===== config.mk =====
export PLATFORM = sky130hd
export DESIGN_NAME = range_coder_encoder
export DESIGN_NICKNAME = d
export VERILOG_FILES = /design/src/hdl/rce_pkg.sv /design/src/hdl/rce_div.sv /design/src/hdl/rce_obuf.sv /design/src/hdl/range_coder_encoder.sv
export SDC_FILE = /design/constraint.sdc
export NUM_CORES = 2
export LEC_CHECK = 0
export BUFFER_PORTS_ARGS = -buffer_cell sky130_fd_sc_hd__buf_2
export CORE_MARGIN = 4
export CORE_UTILIZATION = 40
export CTS_CLUSTER_SIZE = 14
export DETAILED_ROUTE_END_ITERATION = 8
export GPL_TIMING_DRIVEN = 0
export MAX_ROUTING_LAYER = met4
export PLACE_DENSITY = 0.65
export SETUP_SLACK_MARGIN = 0.5
export SYNTH_ARGS = -nofsm -noshare
export SYNTH_HDL_FRONTEND = slang
export SYNTH_SLANG_ARGS = --single-unit

===== constraint.sdc =====
create_clock -name i_clk -period 23.8 [get_ports i_clk]
set_input_delay 1.19 -clock i_clk [delete_from_list [all_inputs] [get_ports i_clk]]
set_output_delay 1.19 -clock i_clk [all_outputs]
set_load 0.02 [all_outputs]

===== src/hdl/rce_pkg.sv =====
`timescale 1ns / 1ps
// ----------------------------------------------------------------------------
// rce_pkg: shared constants and types of the range coder encoder
// Bound constants, output buffer sizing and the buffer control/status words.
// ----------------------------------------------------------------------------
package rce_pkg;

    localparam int DataW        = 32;
    localparam int FieldW       = 16;
    localparam int CountBitsDef = 16;

    localparam int ByteMax    = 8;
    localparam int CntW       = $clog2(ByteMax + 1);
    localparam int IdxW       = $clog2(ByteMax);
    localparam int FlushBytes = 4;

    localparam int GuardSteps = 64;
    localparam int GuardW     = $clog2(GuardSteps);

    localparam logic [DataW-1:0] LowInit   = 32'h0000_0001;
    localparam logic [DataW-1:0] HighInit  = 32'hFFFF_FFFF;
    localparam logic [DataW-1:0] TopMask   = 32'hFF00_0000;
    localparam logic [DataW-1:0] SmallGap  = 32'h0001_0000;
    localparam logic [DataW-1:0] MarginGap = 32'h0000_1000;
    localparam logic [DataW-1:0] Margin    = 32'h0000_00FF;

    typedef struct packed {
        logic       push;
        logic [7:0] push_byte;
        logic       drain;
    } t_buf_ctl;

    typedef struct packed {
        logic [CntW-1:0] count;
        logic            drain_done;
    } t_buf_sts;

endpackage


===== src/hdl/rce_div.sv =====
`timescale 1ns / 1ps
// ----------------------------------------------------------------------------
// rce_div: serial restoring divider
// Divides a 32-bit value by a count, one quotient bit per cycle.
// ----------------------------------------------------------------------------
module rce_div import rce_pkg::*; #(
    parameter int CW = CountBitsDef
) (
    input  logic             i_clk,
    input  logic             i_rst_n,
    input  logic             i_start,
    input  logic [DataW-1:0] i_dividend,
    input  logic [CW-1:0]    i_divisor,
    output logic             o_done,
    output logic [DataW-1:0] o_quot
);

    localparam int StepW = $clog2(DataW);
    localparam logic [StepW-1:0] LastStep = StepW'(DataW - 1);

    logic             r_busy;
    logic             r_done;
    logic [StepW-1:0] r_step;
    logic [CW-1:0]    r_rem;
    logic [CW-1:0]    r_dvs;
    logic [DataW-1:0] r_quot;

    logic [CW:0] w_sh;
    logic [CW:0] w_diff;
    logic        w_ge;

    assign w_sh   = {r_rem, r_quot[DataW-1]};
    assign w_diff = w_sh - {1'b0, r_dvs};
    assign w_ge   = (w_sh >= {1'b0, r_dvs});

    always_ff @(posedge i_clk) begin
        if (!i_rst_n) begin
            r_busy <= 1'b0;
            r_done <= 1'b0;
            r_step <= '0;
        end else begin
            r_done <= 1'b0;
            if (i_start) begin
                r_busy <= 1'b1;
                r_step <= '0;
            end else if (r_busy) begin
                r_step <= r_step + 1'b1;
                if (r_step == LastStep) begin
                    r_busy <= 1'b0;
                    r_done <= 1'b1;
                end
            end
        end
    end

    always_ff @(posedge i_clk) begin
        if (i_start) begin
            r_rem  <= '0;
            r_dvs  <= i_divisor;
            r_quot <= i_dividend;
        end else if (r_busy) begin
            // restore or keep the partial remainder, shift in the quotient bit
            r_rem  <= w_ge ? w_diff[CW-1:0] : w_sh[CW-1:0];
            r_quot <= {r_quot[DataW-2:0], w_ge};
        end
    end

    assign o_done = r_done;
    assign o_quot = r_quot;

    a_no_restart: assert property (@(posedge i_clk) disable iff (!i_rst_n)
        r_busy |-> !i_start)
        else $error("divider restarted while busy");

endmodule


===== src/hdl/rce_obuf.sv =====
`timescale 1ns / 1ps
// ----------------------------------------------------------------------------
// rce_obuf: output byte buffer
// Collects the bytes of one item, then drains them through an output register.
// ----------------------------------------------------------------------------
module rce_obuf import rce_pkg::*; (
    input  logic       i_clk,
    input  logic       i_rst_n,
    input  t_buf_ctl   i_ctl,
    output t_buf_sts   o_sts,
    output logic       o_valid,
    input  logic       i_ready,
    output logic [7:0] o_out_byte,
    output logic       o_last_byte
);

    logic [7:0]      r_mem [ByteMax];
    logic [CntW-1:0] r_cnt;
    logic [IdxW-1:0] r_rd;
    logic            r_valid;
    logic            r_done;
    logic [7:0]      r_byte;
    logic            r_last;

    logic w_load;
    logic w_final;

    assign w_load  = i_ctl.drain && (r_cnt != '0) && (!r_valid || i_ready);
    assign w_final = ({1'b0, r_rd} == (r_cnt - 1'b1));

    always_ff @(posedge i_clk) begin
        if (!i_rst_n) begin
            r_cnt   <= '0;
            r_rd    <= '0;
            r_valid <= 1'b0;
            r_done  <= 1'b0;
        end else begin
            r_done <= 1'b0;
            if (i_ctl.push) begin
                r_cnt <= r_cnt + 1'b1;
            end
            if (w_load) begin
                r_valid <= 1'b1;
                if (w_final) begin
                    r_rd   <= '0;
                    r_cnt  <= '0;
                    r_done <= 1'b1;
                end else begin
                    r_rd <= r_rd + 1'b1;
                end
            end else if (r_valid && i_ready) begin
                r_valid <= 1'b0;
            end
        end
    end

    always_ff @(posedge i_clk) begin
        if (i_ctl.push) begin
            r_mem[r_cnt[IdxW-1:0]] <= i_ctl.push_byte;
        end
        if (w_load) begin
            r_byte <= r_mem[r_rd];
            r_last <= w_final;
        end
    end

    assign o_sts.count      = r_cnt;
    assign o_sts.drain_done = r_done;
    assign o_valid          = r_valid;
    assign o_out_byte       = r_byte;
    assign o_last_byte      = r_last;

    a_cnt_bound: assert property (@(posedge i_clk) disable iff (!i_rst_n)
        r_cnt <= CntW'(ByteMax))
        else $error("output buffer overfilled");

    a_done_empty: assert property (@(posedge i_clk) disable iff (!i_rst_n)
        r_done |-> (r_cnt == '0) && (r_rd == '0))
        else $error("buffer not emptied after drain");

endmodule


===== src/hdl/range_coder_encoder.sv =====
`timescale 1ns / 1ps
// ----------------------------------------------------------------------------
// range_coder_encoder: 32-bit byte-wise range encoder
// Encode words narrow the bounds through a serial divider and one shared
// multiplier, then renormalise one step per cycle; flush words emit low.
// An encode divides, multiplies both counts, adds, renormalises and drains its
// bytes one per cycle while i_ready is high; a flush pushes four bytes of low
// and drains. The serial divider sets the rate; one word is in work at a time.
// Reset: synchronous, active low; bounds return to low 1, high all ones.
// ----------------------------------------------------------------------------
module range_coder_encoder import rce_pkg::*; #(
    parameter int COUNT_BITS = CountBitsDef
) (
    input  logic              i_clk,
    input  logic              i_rst_n,
    input  logic              i_valid,
    output logic              o_ready,
    input  logic              i_kind,
    input  logic [FieldW-1:0] i_sym_low,
    input  logic [FieldW-1:0] i_sym_high,
    input  logic [FieldW-1:0] i_count_total,
    output logic              o_valid,
    input  logic              i_ready,
    output logic [7:0]        o_out_byte,
    output logic              o_last_byte
);

    localparam int CW = COUNT_BITS;
    localparam int PW = DataW + CW;
    localparam logic [DataW-1:0] CntMask =
        (CW >= DataW) ? '1 : DataW'((64'd1 << CW) - 64'd1);
    localparam logic [GuardW-1:0] GuardLast = GuardW'(GuardSteps - 1);

    typedef enum logic [7:0] {
        S_IDLE   = 8'b0000_0001,
        S_DIV    = 8'b0000_0010,
        S_MUL_HI = 8'b0000_0100,
        S_MUL_LO = 8'b0000_1000,
        S_ADD_LO = 8'b0001_0000,
        S_RENORM = 8'b0010_0000,
        S_FLUSH  = 8'b0100_0000,
        S_DRAIN  = 8'b1000_0000
    } t_state;

    t_state            r_state, n_state;
    logic [DataW-1:0]  r_low, n_low;
    logic [DataW-1:0]  r_high, n_high;
    logic [DataW-1:0]  r_prod, n_prod;
    logic [GuardW-1:0] r_guard, n_guard;
    logic [CW-1:0]     r_lo_c, n_lo_c;
    logic [CW-1:0]     r_hi_c, n_hi_c;

    logic [DataW-1:0] w_lo_ext, w_hi_ext, w_tot_ext;
    logic [CW-1:0]    w_lo_c, w_hi_c, w_tot;
    logic             w_bad;
    logic             w_div_start;
    logic             w_div_done;
    logic [DataW-1:0] w_quot;
    logic [CW-1:0]    w_mul_op;
    logic [PW-1:0]    w_prod;
    logic [DataW-1:0] w_gap, w_mid;
    logic             w_stop;
    t_buf_ctl         w_ctl;
    t_buf_sts         w_sts;

    // mask the count fields to the configured count width
    assign w_lo_ext  = {{(DataW-FieldW){1'b0}}, i_sym_low} & CntMask;
    assign w_hi_ext  = {{(DataW-FieldW){1'b0}}, i_sym_high} & CntMask;
    assign w_tot_ext = {{(DataW-FieldW){1'b0}}, i_count_total} & CntMask;
    assign w_lo_c    = w_lo_ext[CW-1:0];
    assign w_hi_c    = w_hi_ext[CW-1:0];
    assign w_tot     = w_tot_ext[CW-1:0];
    assign w_bad     = (w_tot == '0) || (w_hi_c <= w_lo_c) || (w_hi_c > w_tot);

    assign o_ready = (r_state == S_IDLE);

    rce_div #(.CW(CW)) u_div (
        .i_clk      (i_clk),
        .i_rst_n    (i_rst_n),
        .i_start    (w_div_start),
        .i_dividend (r_high - r_low + 1'b1),
        .i_divisor  (w_tot),
        .o_done     (w_div_done),
        .o_quot     (w_quot)
    );

    // shared multiplier: high count first, then low count
    assign w_mul_op = (r_state == S_MUL_HI) ? r_hi_c : r_lo_c;
    assign w_prod   = {{CW{1'b0}}, w_quot} * {{DataW{1'b0}}, w_mul_op};

    assign w_gap = r_high - r_low;
    assign w_mid = {1'b0, r_high[DataW-1:1]} + {1'b0, r_low[DataW-1:1]};

    always_comb begin
        n_state     = r_state;
        n_low       = r_low;
        n_high      = r_high;
        n_prod      = r_prod;
        n_guard     = r_guard;
        n_lo_c      = r_lo_c;
        n_hi_c      = r_hi_c;
        w_div_start = 1'b0;
        w_stop      = 1'b0;
        w_ctl       = '0;

        unique case (r_state)
            S_IDLE: begin
                if (i_valid) begin
                    if (i_kind) begin
                        n_state = S_FLUSH;
                    end else if (!w_bad) begin
                        w_div_start = 1'b1;
                        n_lo_c      = w_lo_c;
                        n_hi_c      = w_hi_c;
                        n_state     = S_DIV;
                    end
                end
            end
            S_DIV: begin
                if (w_div_done) begin
                    n_state = S_MUL_HI;
                end
            end
            S_MUL_HI: begin
                n_prod  = w_prod[DataW-1:0];
                n_state = S_MUL_LO;
            end
            S_MUL_LO: begin
                n_high  = r_low + r_prod - 1'b1;
                n_prod  = w_prod[DataW-1:0];
                n_state = S_ADD_LO;
            end
            S_ADD_LO: begin
                n_low   = r_low + r_prod;
                n_guard = '0;
                n_state = S_RENORM;
            end
            S_RENORM: begin
                if ((r_high & TopMask) != (r_low & TopMask)) begin
                    if (w_gap >= SmallGap) begin
                        w_stop = 1'b1;
                    end else if (w_gap > MarginGap) begin
                        n_high = w_mid + Margin;
                        n_low  = w_mid - Margin;
                    end else begin
                        n_high = w_mid;
                        n_low  = w_mid;
                    end
                end else if (w_sts.count == CntW'(ByteMax)) begin
                    w_stop = 1'b1;
                end else begin
                    w_ctl.push      = 1'b1;
                    w_ctl.push_byte = r_low[DataW-1 -: 8];
                    n_high          = {r_high[DataW-9:0], 8'hFF};
                    n_low           = {r_low[DataW-9:0], 8'h00};
                    if (r_low[DataW-9:0] == '0) begin
                        n_low = LowInit;
                    end
                end
                n_guard = r_guard + 1'b1;
                if (w_stop || (r_guard == GuardLast)) begin
                    n_state = ((w_sts.count != '0) || w_ctl.push) ? S_DRAIN : S_IDLE;
                end
            end
            S_FLUSH: begin
                w_ctl.push      = 1'b1;
                w_ctl.push_byte = r_low[DataW-1 -: 8];
                n_low           = {r_low[DataW-9:0], 8'h00};
                if (w_sts.count == CntW'(FlushBytes - 1)) begin
                    n_low   = LowInit;
                    n_high  = HighInit;
                    n_state = S_DRAIN;
                end
            end
            S_DRAIN: begin
                w_ctl.drain = 1'b1;
                if (w_sts.drain_done) begin
                    n_state = S_IDLE;
                end
            end
            default: begin
                n_state = S_IDLE;
            end
        endcase
    end

    always_ff @(posedge i_clk) begin
        if (!i_rst_n) begin
            r_state <= S_IDLE;
            r_low   <= LowInit;
            r_high  <= HighInit;
            r_guard <= '0;
        end else begin
            r_state <= n_state;
            r_low   <= n_low;
            r_high  <= n_high;
            r_guard <= n_guard;
        end
    end

    always_ff @(posedge i_clk) begin
        r_prod <= n_prod;
        r_lo_c <= n_lo_c;
        r_hi_c <= n_hi_c;
    end

    rce_obuf u_obuf (
        .i_clk       (i_clk),
        .i_rst_n     (i_rst_n),
        .i_ctl       (w_ctl),
        .o_sts       (w_sts),
        .o_valid     (o_valid),
        .i_ready     (i_ready),
        .o_out_byte  (o_out_byte),
        .o_last_byte (o_last_byte)
    );

    a_push_room: assert property (@(posedge i_clk) disable iff (!i_rst_n)
        w_ctl.push |-> (w_sts.count != CntW'(ByteMax)) && !w_ctl.drain)
        else $error("byte pushed into a full or draining buffer");

    a_flush_bytes: assert property (@(posedge i_clk) disable iff (!i_rst_n)
        (i_valid && o_ready && i_kind) |-> ##5
            ((r_state == S_DRAIN) && (w_sts.count == CntW'(FlushBytes))
             && (r_low == LowInit) && (r_high == HighInit)))
        else $error("flush did not stage four bytes and reset the bounds");

endmodule

### Word level (Yosys, flattened, before mapping)

Memories as Yosys holds them, arrays and structs flattened. A register that Yosys moved wholly into a read port is not among the register bits.
Cells that the tools add are included.

| word-level totals | value |
|---|---|
| register bits | 223 |
| latch bits | 0 |
| RAM bits | 64 |
| memory bits (read-only) | 0 |
| input port bits | 53 |
| output and inout port bits | 11 |
| logic and storage cells | 142 |
| memories kept | 1 |

Memories:

| memory | depth | width | rd ports | clocked after Yosys merged registers in | wr ports | line | source |
|---|---|---|---|---|---|---|---|
| u_obuf.r_mem | 8 | 8 | 1 | 1 | 1 | rce_obuf.sv:17 | `logic [7:0] r_mem [ByteMax];` |

| operators by class | value |
|---|---|
| add/sub/neg operators | 13 |
| multipliers | 1 |
| divide/modulo/power cells | 0 |
| $lt $le $gt $ge | 5 |
| equality and inequality tests | 22 |
| shift operators | 0 |
| multiplexer cells | 53 |
| bitwise operators | 4 |
| reductions and logical operators | 25 |

Operators by type and width:

| cell | number |
|---|---|
| $mux 32 | 13 |
| $pmux 32 s3 | 2 |
| $mux 8 | 8 |
| $pmux 8 s8 | 1 |
| $add 31x31->32 | 1 |
| $add 32x1->32 const B | 1 |
| $add 32x32->32 | 1 |
| $add 32x8->32 const B | 1 |
| $ge 32x17->1 const B | 1 |
| $gt 32x13->1 const B | 1 |
| $mul 32x16->32 | 1 |
| $mux 16 | 2 |
| $sub 32x1->32 const B | 1 |
| $sub 32x32->32 | 1 |
| $sub 32x8->32 const B | 1 |
| $mux 9 | 3 |
| $logic_not 24->1 | 1 |
| $mux 1 | 18 |
| $pmux 9 s2 | 1 |
| $ge 17x16->1 | 1 |
| $gt 16x16->1 | 1 |
| $le 16x16->1 | 1 |
| $logic_not 16->1 | 1 |
| $sub 16x16->16 | 1 |
| 38 further kinds | 59 |

### Depth between registers and ports, before layout

| depth | value |
|---|---|
| word-level depth | 8 |
| mapped depth | 31 |
| mapped depth without buffers | 28 |

### Cells and area by module

A second synthesis with hierarchy kept.

| second synthesis, totals | value |
|---|---|
| cell total of the unflattened synthesis | 3857 |
| area total of the unflattened synthesis | 34361.7 sq um |

By module, submodules not included:

| module | instances | cells an instance | area an instance (sq um) | seq. area each (sq um) |
|---|---|---|---|---|
| range_coder_encoder | 1 | 3366 | 27401.3 | 3483.3 |
| rce_div | 1 | 321 | 3724.8 | 1901.8 |
| rce_obuf | 1 | 170 | 3235.6 | 2372.3 |

### Least setup slack after synthesis

OpenSTA, ideal clock, no wires.

| timing | value |
|---|---|
| path kind | register to register |
| start | reg r_state[7] |
| end | reg r_prod[31], data pin |
| setup time | 0.259 ns |
| arrival time | 7.647 ns |
| data required time | 23.541 ns |
| path slack | 15.894 ns |
| stages on the path, launching flop included | 30 |
| path buffers | 2 |
| clock period less this slack | 7.906 ns |
| cells stage by stage | dfxtp_1 nor4_1 nand4b_1 clkbuf_1 mux2_2 clkbuf_1 and2_1 fa_1 inv_1 fa_1 fa_1 inv_1 fa_1 fa_1 inv_1 fa_1 inv_1 ha_1 a21o_1 a21o_1 a21oi_1 nand2_1 a211oi_1 o31ai_1 o21a_1 a41o_1 nor3_1 o21bai_1 a21oi_1 xnor2_1 |

| between the ends | value |
|---|---|
| longest elaborated chain between the ends | 3 |

Ends and longest elaborated chain:

| item | line | source |
|---|---|---|
| start, declared | range_coder_encoder.sv:45 | `t_state r_state, n_state;` |
| start signal, assigned | range_coder_encoder.sv:194 | `r_state <= n_state;` |
| $eq 8x3->1 | range_coder_encoder.sv:88 | `assign w_mul_op = (r_state == S_MUL_HI) ? r_hi_c : r_lo_c;` |
| $mux 16 | range_coder_encoder.sv:88 |  |
| $mul 32x16->32 | range_coder_encoder.sv:89 | `assign w_prod = {{CW{1'b0}}, w_quot} * {{DataW{1'b0}}, w_mul_op};` |
| via w_prod[31] | range_coder_encoder.sv:60 | `logic [PW-1:0] w_prod;` |
| end signal, assigned | range_coder_encoder.sv:202 | `r_prod <= n_prod;` |
| end, declared | range_coder_encoder.sv:48 | `logic [DataW-1:0] r_prod, n_prod;` |

The timed path passes the listed nets, and every way through them passes these cells.
A chain may end at the register's enable or synchronous reset.

### Final worst setup path

Same ends and word-level chain as after synthesis.

==> results.md <==
- CTS buffer count: 36
- LEAKAGE: 0.0153 uW
- Drt first-iter violations: 2839
- DP Cell Count: 5047
- Crit Path Max Fanout: 10
- Status: finished clean
- First-pass GRT wire length: 169 mm
- Ys Warns: 0
- Gpl congestion: 1.05
- Synth top area share: 18.2%
- Worst Hold Class: reg -> reg
- Max H-tree Level: 2
- Pin count of the biggest net entering global routing: 33
- Net count after synthesis: 4427
- Resized Gates After CTS: 0
- Area grow syn2layout: 8.79%
- Fin nets: 4530
- DRT antenna net count: 0
- Area leader, netlist: fa_1
- Cell mode on critical path: fa_1
- Flop and latch count out of synthesis: 295
- Fin. Hold Viols: 0
- Starting Density: 40.4%
- RSZ-0062 raised after global routing: no
- IO buf count: 62
- Crit Path Category: reg -> reg
- Max-Cap Viols: 0
- Synth Instances: 3848
- Layout Cells excl Fill: 5114
- Top-count cell post-synth: inv_1
- Crit share post-route: 42.4%
- Worst-Margin Slew: 1.38 ns
- # IOs: 64
- Worst slew margin: 7.00%
- EDFF count, synth: 185
- Clock Latency Late Sink: 0.59 ns
- Row count: 106
- Critical R2R Capture: r_prod[31]$_DFFE_PP_
- Die Y: 299 um
- Clock buffer depth: 3
- Root Driver: clkbuf_16
- Worst Hold Depth: 1
- CP Launch Type: flip-flop
- Final setup fails: 0
- Die W: 299 um
- CTS tree: done
- Worst reg2reg path depth: 28
- R2r startpoint: r_state[7]$_SDFFE_PN0P_
- Distinct cells, synth: 118
- Post-Syn Area: 0.0339 mm2
- Residual DRC count: 0
- Vias post-DR: 29.5k
- Layout Skew: 0.0508 ns
- Fraction of synthesis flops using an asynchronous set or reset pin: 0%
- Hold wc startpoint: r_guard[3]$_SDFFE_PN0P_
- Routed wire length: 111 mm
- R2r setup slk: 13.72 ns
- Worst VDD drop: 0.000194 V
- Die area: 0.0894 mm2
- Overall routing resource usage: 25.0%
- Critical Path Max Stage Delay: 0.88 ns
- DR pass1 iterations: 6
- Initial antenna violation count: 2
- Avg Synthesized Cell Area: 8.81 um2
- Crit path DAT: 10.38 ns
- Power density cells: 154 mW/mm2
- Synth top area cells: fa_1 18%, edfxtp_1 16%, ha_1 8.0%
- Number of clock sinks: 295
- Core area: 0.0838 mm2
- Fmax: 99.2 MHz
- Slew Limit Fails: 0
- Final TNS setup: 0 ns
- Sequential share of the synthesized area: 22.9%
- Avg WL per Cell: 21.6 um
- Worst setup EP type: flip-flop
- Top cells by count, synth: 495 x inv_1, 437 x nand2_1, 308 x fa_1
- Hold endpoint: r_guard[3]$_SDFFE_PN0P_
- Top FF cell, synth: edfxtp_1
- Vias in the first global route: 28.7k
- Hold_buf cts: 0
- GRT overflow: 0
- Slowest cell on crit path: nand4b_1
- Clk slew on worst S/H paths: 0.06 ns
- Postcts setup bufs: 0
- Post-DP HPWL: 88.3 mm
- Vias per Instance: 5.77
- Final min period: 10.08 ns
- CP required: 24.10 ns
- Layout cells sized above 1: 7.14%
per-stage QoR:
stage / util, % / setup slack [ns] / hold WS [ns] / power (uW) / cell area [um2]
2_1_floorplan: - / 15.89 / 0.444 / 4080 / 33900
3_3_place_gp: 42.5 / 13.72 / 0.461 / 5030 / 35600
3_5_place_dp: 42.5 / 13.65 / 0.473 / 5070 / 35600
4_1_cts: 44.0 / 13.63 / 0.485 / 5660 / 36800
5_1_grt: 44.0 / 13.10 / 0.506 / 6270 / 36900
6_report: 44.0 / 13.72 / 0.481 / 5680 / 36900
critical path: cells and delay by family (launching register included):
family / cells / cell delay (ns)
multiplexers: 1 / 0.50
flip-flops: 1 / 0.35
XOR/XNOR: 1 / 0.11
adder cells (fa/ha/maj): 7 / 3.55
AND/OR/NAND/NOR: 5 / 1.92
buffers and inverters: 5 / 1.22
AO/OA/AOI/OAI: 9 / 2.13
power breakdown:
group	switching [uW]	internal, uW	leakage [uW]	total, uW
Clock	239	328	0.000570	567
Combinational	2540	1770	0.0121	4300
Sequential	57.9	754	0.00255	812
Total	2830	2850	0.0153	5680
worst max path at each step:
stage / end / start / cells past startpoint / slack (ns)
2_1_floorplan: r_prod[31]$_DFFE_PP_ / r_state[7]$_SDFFE_PN0P_ / 29 / 15.89
6_report: r_prod[31]$_DFFE_PP_ / r_state[7]$_SDFFE_PN0P_ / 28 / 13.72
5_1_grt: r_prod[31]$_DFFE_PP_ / r_state[7]$_SDFFE_PN0P_ / 29 / 13.10
3_3_place_gp: r_prod[31]$_DFFE_PP_ / r_state[7]$_SDFFE_PN0P_ / 29 / 13.72
4_1_cts: r_prod[31]$_DFFE_PP_ / r_state[7]$_SDFFE_PN0P_ / 28 / 13.63
3_5_place_dp: r_prod[31]$_DFFE_PP_ / r_state[7]$_SDFFE_PN0P_ / 28 / 13.65
cells in the final DEF (no fill, tap or decap), types with 11 or more instances in the layout:
master	count
nand2b_1	31
a211o_1	11
and2_1	164
dfxtp_1	110
o21a_1	31
a211oi_1	42
a21oi_1	181
o211ai_1	19
nor2b_1	40
mux2i_1	32
fa_1	308
or3_1	23
edfxtp_1	185
clkbuf_16	37
buf_2	87
o21bai_1	15
nor3b_1	15
a21o_1	56
nand4_1	44
nand2_1	436
a22oi_1	12
mux2_2	29
and3_1	38
nor4_1	40
a31oi_1	49
clkbuf_1	139
xnor2_1	138
nor2_1	211
nand3_1	74
o21ai_0	151
or4_1	12
inv_1	495
mux4_2	16
ha_1	218
nor3_1	90
o31ai_1	18
xor2_1	62
final cells by class:
type / count / area [um2]
fillers: 8284 / 47000
well taps: 1134 / 1420
diodes: 2 / 5.00
multi-input cells: 2875 / 23500
clock buffers: 46 / 980
plain buffers: 175 / 741
clock inverters: 19 / 219
flip-flops and latches: 295 / 7760
inverters: 503 / 1890
repair buffers: 65 / 330
logic make-up after synthesis:
family / count (synthesis) / synth area share, %
simple gates: 1301 / 19.4
compound gates: 769 / 15.5
buf+inv: 678 / 7.76
fa+ha+maj: 526 / 26.2
flops: 295 / 22.9
xor+xnor: 201 / 5.22
mux: 78 / 3.01
flip-flops by register name, summed over array words and instances, names as in the netlist, 16 cells and up:
register / count
u_obuf.r_mem: 64
r_high: 32
r_low: 32
r_prod: 32
u_div.o_quot: 32
r_hi_c: 16
r_lo_c: 16
u_div.r_dvs: 16
u_div.r_rem: 16
per-layer routing:
| layer | vias up | part of all wire (%) | global-route usage (%) |
|---|---|---|---|
| met1 | 14300 | 41 | 32.0 |
| met5 | - | 0 | - |
| met4 | 0 | 5.3 | 10.6 |
| li1 | 13400 | - | - |
| met3 | 338 | 9.1 | 4.66 |
| met2 | 1399 | 45 | 39.0 |
Note: power is estimated with default switching activity, not from simulation.
